`src/rtl/core/incremental_pid_speed_drive_assert.svh`:
```
// Assertion helpers for the PID speed drive. Each one is clocked on i_clk and
// is switched off while the synchronous reset is held.
`ifndef INCREMENTAL_PID_SPEED_DRIVE_ASSERT_SVH
`define INCREMENTAL_PID_SPEED_DRIVE_ASSERT_SVH

`ifndef SYNTHESIS

// Checks a property on every clock edge outside of reset.
`define IPSD_ASSERT(lbl, prop, msg) \
    lbl: assert property (@(posedge i_clk) disable iff (!i_rst_n) prop) else $error(msg);

// Checks that a condition never holds on a clock edge outside of reset.
`define IPSD_ASSERT_NEVER(lbl, cond, msg) \
    lbl: assert property (@(posedge i_clk) disable iff (!i_rst_n) !(cond)) else $error(msg);

`else

`define IPSD_ASSERT(lbl, prop, msg)
`define IPSD_ASSERT_NEVER(lbl, cond, msg)

`endif

`endif

```
`src/rtl/core/ipsd_pkg.sv`:
```
package ipsd_pkg;

    // Field widths of the ports and the configuration registers.
    localparam int GAIN_W    = 24;
    localparam int LIM_W     = 10;
    localparam int SPD_W     = 13;
    localparam int CFG_IDX_W = 3;

    // Internal widths of the error terms and of the gain products.
    localparam int ERR_W = SPD_W + 1;
    localparam int DP_W  = ERR_W + 1;
    localparam int DD_W  = ERR_W + 2;
    localparam int PP_W  = GAIN_W + 1 + DP_W;
    localparam int PI_W  = GAIN_W + 1 + ERR_W;
    localparam int PD_W  = GAIN_W + 1 + DD_W;
    localparam int INC_W = PD_W + 2;

    // Register indexes on the configuration port.
    typedef enum logic [CFG_IDX_W-1:0] {
        CFG_KP_GAIN   = 3'd0,
        CFG_KI_GAIN   = 3'd1,
        CFG_KD_GAIN   = 3'd2,
        CFG_DRIVE_MIN = 3'd3,
        CFG_DRIVE_MAX = 3'd4
    } t_cfg_idx;

    // Current controller settings as seen by the datapath.
    typedef struct packed {
        logic [GAIN_W-1:0] kp_gain;
        logic [GAIN_W-1:0] ki_gain;
        logic [GAIN_W-1:0] kd_gain;
        logic [LIM_W-1:0]  drive_min;
        logic [LIM_W-1:0]  drive_max;
    } t_cfg;

endpackage

```
`src/rtl/core/ipsd_cfg_regs.sv`:
```
module ipsd_cfg_regs
    import ipsd_pkg::*;
#(
    parameter int FRAC_BITS = 16
) (
    input  logic                 i_clk,
    input  logic                 i_rst_n,
    input  logic                 i_cfg_we,
    input  logic [CFG_IDX_W-1:0] i_cfg_index,
    input  logic [GAIN_W-1:0]    i_cfg_data,
    output t_cfg                 o_cfg
);

    // Reset gains are 5.0, 4.0 and 2.0 in the chosen fixed-point format.
    localparam logic [GAIN_W-1:0] KP_RST = GAIN_W'(64'(5) << FRAC_BITS);
    localparam logic [GAIN_W-1:0] KI_RST = GAIN_W'(64'(4) << FRAC_BITS);
    localparam logic [GAIN_W-1:0] KD_RST = GAIN_W'(64'(2) << FRAC_BITS);
    localparam logic [LIM_W-1:0]  MIN_RST = LIM_W'(200);
    localparam logic [LIM_W-1:0]  MAX_RST = LIM_W'(900);

    t_cfg r_cfg;
    t_cfg n_cfg;

    // Decode the register index; writes beyond the list are dropped.
    always_comb begin
        n_cfg = r_cfg;
        if (i_cfg_we) begin
            unique case (t_cfg_idx'(i_cfg_index))
                CFG_KP_GAIN:   n_cfg.kp_gain   = i_cfg_data;
                CFG_KI_GAIN:   n_cfg.ki_gain   = i_cfg_data;
                CFG_KD_GAIN:   n_cfg.kd_gain   = i_cfg_data;
                CFG_DRIVE_MIN: n_cfg.drive_min = i_cfg_data[LIM_W-1:0];
                CFG_DRIVE_MAX: n_cfg.drive_max = i_cfg_data[LIM_W-1:0];
                default:       n_cfg = r_cfg;
            endcase
        end
    end

    always_ff @(posedge i_clk) begin
        if (!i_rst_n) begin
            r_cfg.kp_gain   <= KP_RST;
            r_cfg.ki_gain   <= KI_RST;
            r_cfg.kd_gain   <= KD_RST;
            r_cfg.drive_min <= MIN_RST;
            r_cfg.drive_max <= MAX_RST;
        end else begin
            r_cfg <= n_cfg;
        end
    end

    assign o_cfg = r_cfg;

endmodule

```
`src/rtl/core/incremental_pid_speed_drive.sv`:
```
// Channel   Direction  Handshake                  Payload
// in        sink       i_in_valid / o_in_stall    i_measured_speed, i_target_speed
// out       source     o_out_valid / i_out_stall  o_drive_value
// cfg       sink       i_cfg_we                   i_cfg_index, i_cfg_data
//
// One sample per cycle is accepted while o_in_stall is low; a result passes through each stage in turn.
// The stages are input register, gain products, increment sum, and the clamped accumulator.
// The accumulator loop closes through r_accum alone, so back-to-back samples need no wait.
// Synchronous active-low reset restores the gains, limits, error history and accumulator.
// A stalled result holds the stages behind it; o_in_stall rises once all four are full.
`include "incremental_pid_speed_drive_assert.svh"

module incremental_pid_speed_drive
    import ipsd_pkg::*;
#(
    parameter int FRAC_BITS = 16
) (
    input  logic                    i_clk,
    input  logic                    i_rst_n,
    input  logic                    i_in_valid,
    output logic                    o_in_stall,
    input  logic signed [SPD_W-1:0] i_measured_speed,
    input  logic signed [SPD_W-1:0] i_target_speed,
    output logic                    o_out_valid,
    input  logic                    i_out_stall,
    output logic [LIM_W-1:0]        o_drive_value,
    input  logic                    i_cfg_we,
    input  logic [CFG_IDX_W-1:0]    i_cfg_index,
    input  logic [GAIN_W-1:0]       i_cfg_data
);

    localparam int ACC_W = LIM_W + FRAC_BITS;
    localparam int SUM_W = INC_W + 1;
    // 0.01 rounded to the nearest step of the fixed-point format.
    localparam longint BIAS_VAL = ((longint'(1) << FRAC_BITS) + 50) / 100;
    localparam logic [ACC_W-1:0] ACC_RST = {LIM_W'(500), {FRAC_BITS{1'b0}}};
    localparam logic signed [ERR_W-1:0] ERR_RST = ERR_W'(1);

    t_cfg w_cfg;

    // Stage valid flags and the moves between stages.
    logic r_a_valid, r_b_valid, r_c_valid, r_d_valid;
    logic w_a_free, w_b_free, w_c_free, w_d_free;
    logic w_in_xfer, w_a_move, w_b_move, w_c_move;
    logic w_all_full;

    // Stage payloads.
    logic signed [SPD_W-1:0] r_a_meas, r_a_targ;
    logic signed [PP_W-1:0]  r_b_pp;
    logic signed [PI_W-1:0]  r_b_pi;
    logic signed [PD_W-1:0]  r_b_pd;
    logic signed [INC_W-1:0] r_c_inc;
    logic [ACC_W-1:0]        r_accum;
    logic [ACC_W-1:0]        n_accum;

    // Error history.
    logic signed [ERR_W-1:0] r_last_err, r_prev_err;

    logic signed [ERR_W-1:0] w_err;
    logic signed [DP_W-1:0]  w_dp;
    logic signed [DD_W-1:0]  w_dd;
    logic signed [PP_W-1:0]  w_pp;
    logic signed [PI_W-1:0]  w_pi;
    logic signed [PD_W-1:0]  w_pd;
    logic signed [INC_W-1:0] w_inc;
    logic signed [SUM_W-1:0] w_sum, w_hi, w_lo, w_clip_hi, w_clip_lo;

    ipsd_cfg_regs #(
        .FRAC_BITS(FRAC_BITS)
    ) u_cfg (
        .i_clk      (i_clk),
        .i_rst_n    (i_rst_n),
        .i_cfg_we   (i_cfg_we),
        .i_cfg_index(i_cfg_index),
        .i_cfg_data (i_cfg_data),
        .o_cfg      (w_cfg)
    );

    // A stage can load when it is empty or its content moves on this cycle.
    assign w_d_free  = !r_d_valid || !i_out_stall;
    assign w_c_move  = r_c_valid && w_d_free;
    assign w_c_free  = !r_c_valid || w_d_free;
    assign w_b_move  = r_b_valid && w_c_free;
    assign w_b_free  = !r_b_valid || w_c_free;
    assign w_a_move  = r_a_valid && w_b_free;
    assign w_a_free  = !r_a_valid || w_b_free;
    assign o_in_stall = !w_a_free;
    assign w_in_xfer  = i_in_valid && w_a_free;
    assign w_all_full = r_a_valid && r_b_valid && r_c_valid && r_d_valid;

    always_ff @(posedge i_clk) begin
        if (!i_rst_n) begin
            r_a_valid <= 1'b0;
            r_b_valid <= 1'b0;
            r_c_valid <= 1'b0;
            r_d_valid <= 1'b0;
        end else begin
            if (w_a_free) begin
                r_a_valid <= i_in_valid;
            end
            if (w_b_free) begin
                r_b_valid <= r_a_valid;
            end
            if (w_c_free) begin
                r_c_valid <= r_b_valid;
            end
            if (w_d_free) begin
                r_d_valid <= r_c_valid;
            end
        end
    end

    // Input register.
    always_ff @(posedge i_clk) begin
        if (w_in_xfer) begin
            r_a_meas <= i_measured_speed;
            r_a_targ <= i_target_speed;
        end
    end

    // Error, its first and second differences, and the three gain products.
    assign w_err = ERR_W'(r_a_targ) - ERR_W'(r_a_meas);
    assign w_dp  = DP_W'(w_err) - DP_W'(r_last_err);
    assign w_dd  = DD_W'(w_err) - (DD_W'(r_last_err) <<< 1) + DD_W'(r_prev_err);
    assign w_pp  = PP_W'($signed({1'b0, w_cfg.kp_gain})) * PP_W'(w_dp);
    assign w_pi  = PI_W'($signed({1'b0, w_cfg.ki_gain})) * PI_W'(w_err);
    assign w_pd  = PD_W'($signed({1'b0, w_cfg.kd_gain})) * PD_W'(w_dd);

    always_ff @(posedge i_clk) begin
        if (w_a_move) begin
            r_b_pp <= w_pp;
            r_b_pi <= w_pi;
            r_b_pd <= w_pd;
        end
    end

    // The history shifts as each sample enters the product stage.
    always_ff @(posedge i_clk) begin
        if (!i_rst_n) begin
            r_last_err <= ERR_RST;
            r_prev_err <= ERR_RST;
        end else if (w_a_move) begin
            r_prev_err <= r_last_err;
            r_last_err <= w_err;
        end
    end

    // Increment: sum of the products plus the fixed bias.
    assign w_inc = INC_W'(r_b_pp) + INC_W'(r_b_pi) + INC_W'(r_b_pd)
                 + $signed(INC_W'(BIAS_VAL));

    always_ff @(posedge i_clk) begin
        if (w_b_move) begin
            r_c_inc <= w_inc;
        end
    end

    // Accumulate, clamp to the upper limit, then to the lower limit.
    assign w_sum = $signed(SUM_W'(r_accum)) + SUM_W'(r_c_inc);
    assign w_hi  = $signed(SUM_W'({w_cfg.drive_max, {FRAC_BITS{1'b0}}}));
    assign w_lo  = $signed(SUM_W'({w_cfg.drive_min, {FRAC_BITS{1'b0}}}));
    assign w_clip_hi = (w_sum > w_hi) ? w_hi : w_sum;
    assign w_clip_lo = (w_clip_hi < w_lo) ? w_lo : w_clip_hi;
    assign n_accum   = w_clip_lo[ACC_W-1:0];

    // The accumulator doubles as the result register.
    always_ff @(posedge i_clk) begin
        if (!i_rst_n) begin
            r_accum <= ACC_RST;
        end else if (w_c_move) begin
            r_accum <= n_accum;
        end
    end

    assign o_out_valid   = r_d_valid;
    assign o_drive_value = r_accum[ACC_W-1:FRAC_BITS];

    // The input side stalls only when every stage holds a sample behind a stalled result.
    `IPSD_ASSERT(a_stall_full, o_in_stall |-> (w_all_full && i_out_stall), "stall with room")

    // The history shifts by exactly one place per sample.
    `IPSD_ASSERT(a_hist_shift, w_a_move |=> (r_prev_err == $past(r_last_err)), "no shift")

    // The accumulator changes only when a sample reaches the result stage.
    `IPSD_ASSERT(a_accum_hold, !w_c_move |=> $stable(r_accum), "accumulator moved")

    // A held result never advances the increment stage into it.
    `IPSD_ASSERT_NEVER(a_no_overrun, r_d_valid && i_out_stall && w_c_move, "result overwritten")

endmodule
```
`config.mk`:
```
export PLATFORM = sky130hd
export DESIGN_NAME = incremental_pid_speed_drive
export DESIGN_NICKNAME = d
export VERILOG_FILES = /design/src/rtl/core/ipsd_pkg.sv /design/src/rtl/core/ipsd_cfg_regs.sv /design/src/rtl/core/incremental_pid_speed_drive.sv
export VERILOG_INCLUDE_DIRS = /design/src /design/src/rtl/core
export SDC_FILE = /design/constraint.sdc
export NUM_CORES = 2
export LEC_CHECK = 0
export BUFFER_PORTS_ARGS = -buffer_cell sky130_fd_sc_hd__buf_2
export CAP_MARGIN = 20
export CORE_MARGIN = 10
export CORE_UTILIZATION = 24
export CTS_BUF_LIST = sky130_fd_sc_hd__clkbuf_4
export DETAILED_ROUTE_END_ITERATION = 12
export SKIP_LAST_GASP = 1
export SYNTH_ARGS = -nofsm -noshare
export SYNTH_HDL_FRONTEND = slang
export SYNTH_SLANG_ARGS = --single-unit
```
`constraint.sdc`:
```
create_clock -name i_clk -period 11.3 [get_ports i_clk]
set_input_delay 1.695 -clock i_clk [delete_from_list [all_inputs] [get_ports i_clk]]
set_output_delay 1.695 -clock i_clk [all_outputs]
set_load 0.01 [all_outputs]
```
==> impl_results.md <==
* Status: finished clean
* Max frequency at 93.6 MHz
* Crit Path Max Fanout at 24
* Mapped cell area at 54300 um^2
* Setup CP Type: reg2reg
* Final nets at 7571
* Worst clock skew at 0.0528 ns
* Vias in the first global route at 43987
* Main synth FF type: edfxtp_1
* Number of synthesis warnings at 0
* DRT Pass-1 Iters at 7
* Clk sinks at 339
* Initial core utilization at 0.241
* Drt total wl at 160 mm
* Starting DRC count in detailed routing at 2461
* Final worst-path cycle share at 0.946
* Vias at 41124
* Cell area after layout at 60400 um^2
* Core ar. at 225000 um^2
* Initial antenna violation count at 11
* Synthesized flop and latch total at 339
* Cell area after placement at 58900 um^2
* # IOs at 70
* CP peak stage delay at 0.54 ns
* Most frequent cells in the layout: inv_1 (1144), nand2_1 (950), fa_1 (911)
* Largest net degree at the start of global routing at 86
* Synth cell types at 80
* Gate Count Post-Synth at 5965
* Hold Path Class: reg2reg
* Final Hold Viols at 0
* Wire per inst at 17.6 um
* Avg Cell Area, Syn at 9.11 um^2
* Seq/Total Area, Yosys at 0.160
* Vias per cell at 4.51
* Count of input and output buffers at 69
* Global-route wire length before repair at 252 mm
* Worst skew pair latency at 0.91 ns
* Req. time, crit path at 11.92 ns
* Unrepaired setup endpoints after global routing: true
* Core Util, Final at 0.268
* EDFF count, synth at 189
* Final TNS setup at 0 ns
* Most used cell, CP: fa_1
* Synth-to-Final Area Change at 11.2%
* Clock Tree Buf Depth at 3
* Total gr overflow at 0
* WP data arrival at 11.31 ns
* Die X at 496 um
* Share of cells above drive strength 1 at 0.0812
* DRC Markers at 0
* Syn_nets at 7501
* Slew headroom at 0.219
* Htree depth at 3
* Worst-Margin Slew at 1.17 ns
* Max-cap violations at 0
* Die area at 246000 um^2
* # setup viols final at 0
* Worst path slowest cell: fa_1
* Startpoint Class: flip-flop
* Slew Viols, Final at 0
* Filler cells at 24016
* Vert. Die Dim at 496 um
* CTS Root Cell: clkbuf_4
* GRT Overall Usage at 0.129
* Reg clk slew, reported paths at 0.07 ns
* GP Congestion at 0.888
* TritonCTS clock tree: built
* Antenna Nets Post-Route at 0
* Post-synth ARST share at 0
* Critical path endpoint category: flip-flop
* CTS Buf Count at 94
* Final HPWL DP at 129 mm
* Row count at 174
* Post-layout minimum cycle time at 10.69 ns
* Most common cell after layout, fill and taps aside: inv_1
-- sequential cells by signal, indices dropped and copies added, names as in the netlist --
name / count
r_last_err: 14
r_b_pi: 39
r_b_valid: 1
r_c_inc: 43
r_a_meas: 13
u_cfg.o_cfg: 92
r_b_pp: 40
r_a_targ: 13
r_accum: 26
r_prev_err: 14
r_b_pd: 41
r_a_valid: 1
r_c_valid: 1
o_out_valid: 1
-- logic make-up after synthesis --
group           synth area share
mux                      0.00426
fa+ha+maj                  0.466
simple gates               0.161
xor+xnor                  0.0297
flops                      0.160
compound gates            0.0832
buf+inv                   0.0966
-- timing repair --
item / in CTS / in global routing
buffers inserted: 0 / 1
gates resized for setup: 0 / 24
endpoints found under the setup margin: 0 / 29
hold buffers: 0 / 0
-- path summary, 6_finish.rpt --
path | from | end | slack [ns] | cells after the start
max reg2reg | r_a_meas[0] | r_b_pp[38] | 0.61 | 44
max | r_a_meas[0] | r_b_pp[38] | 0.61 | 44
min reg2reg | r_accum[12] | r_accum[12] | 0.46 | 2
min | r_accum[12] | r_accum[12] | 0.46 | 2
-- synth_stat cells (12+ instances only) --
cell      instances  area share
fa_1            911        0.34
inv_1          1146       0.079
a211oi_1         23      0.0032
nand2b_1         53      0.0061
o21a_1           36      0.0050
o31ai_1          14      0.0019
nor2_1          177       0.012
ha_1            567        0.13
nand4_1          28      0.0032
o21ai_0          87      0.0080
xor2_1           52      0.0084
nand3_1          52      0.0048
or3_1            15      0.0017
mux2i_1          13      0.0024
a31oi_1          18      0.0021
nand2_1         950       0.066
nor2b_1          97       0.011
a21o_1           76       0.010
or2_2            51      0.0059
o21bai_1         32      0.0044
a21boi_0         21      0.0029
clkbuf_1        212       0.015
o21ai_1          17      0.0016
and2_1          322       0.037
xnor2_1         132       0.021
nor3_1           47      0.0043
dfxtp_1         150       0.055
o211ai_1         24      0.0033
edfxtp_1        189        0.10
buf_2            12      0.0011
a21oi_1         268       0.025
and3_1           17      0.0020
-- worst max-delay path, delay by kind of cell (launching register included) --
kind	cells	cell delay, ns
fa+ha+maj	10	4.20
compound gates	16	2.96
simple gates	7	1.50
buf+inv	8	0.87
xor+xnor	3	0.47
flops	1	0.37
-- final cells by class --
type,count,area [um^2],area share
antenna,5,12.5,0.000207
inverter,1146,4310,0.0713
sequential,339,8680,0.144
clock buffer,138,1040,0.0171
timing repair buffer,209,1560,0.0258
multi-input combinational,4245,40800,0.674
tap,2992,3740,0.0619
clock inverter,40,338,0.00559
-- through the flow --
stage          hold WS (ns)  setup WS [ns]  cells
3_5_place_dp          0.448          0.290   8926
6_report              0.455          0.614   9114
5_1_grt               0.482        -0.0360   9113
4_1_cts               0.438          0.206   9104
2_1_floorplan         0.429           1.06   5965
3_3_place_gp          0.442          0.406   8926
-- per-layer routing --
metal | vias to the layer above | share of wire | track usage
met4 | 4 | 0.039 | 0.0463
met3 | 285 | 0.059 | 0.0189
met5 | - | 0.00021 | 0
li1 | 18835 | - | -
met1 | 20805 | 0.42 | 0.164
met2 | 1195 | 0.48 | 0.224
Power is not shown: default switching activity piles up to over one toggle a cycle in this logic, so the estimate is an artifact.
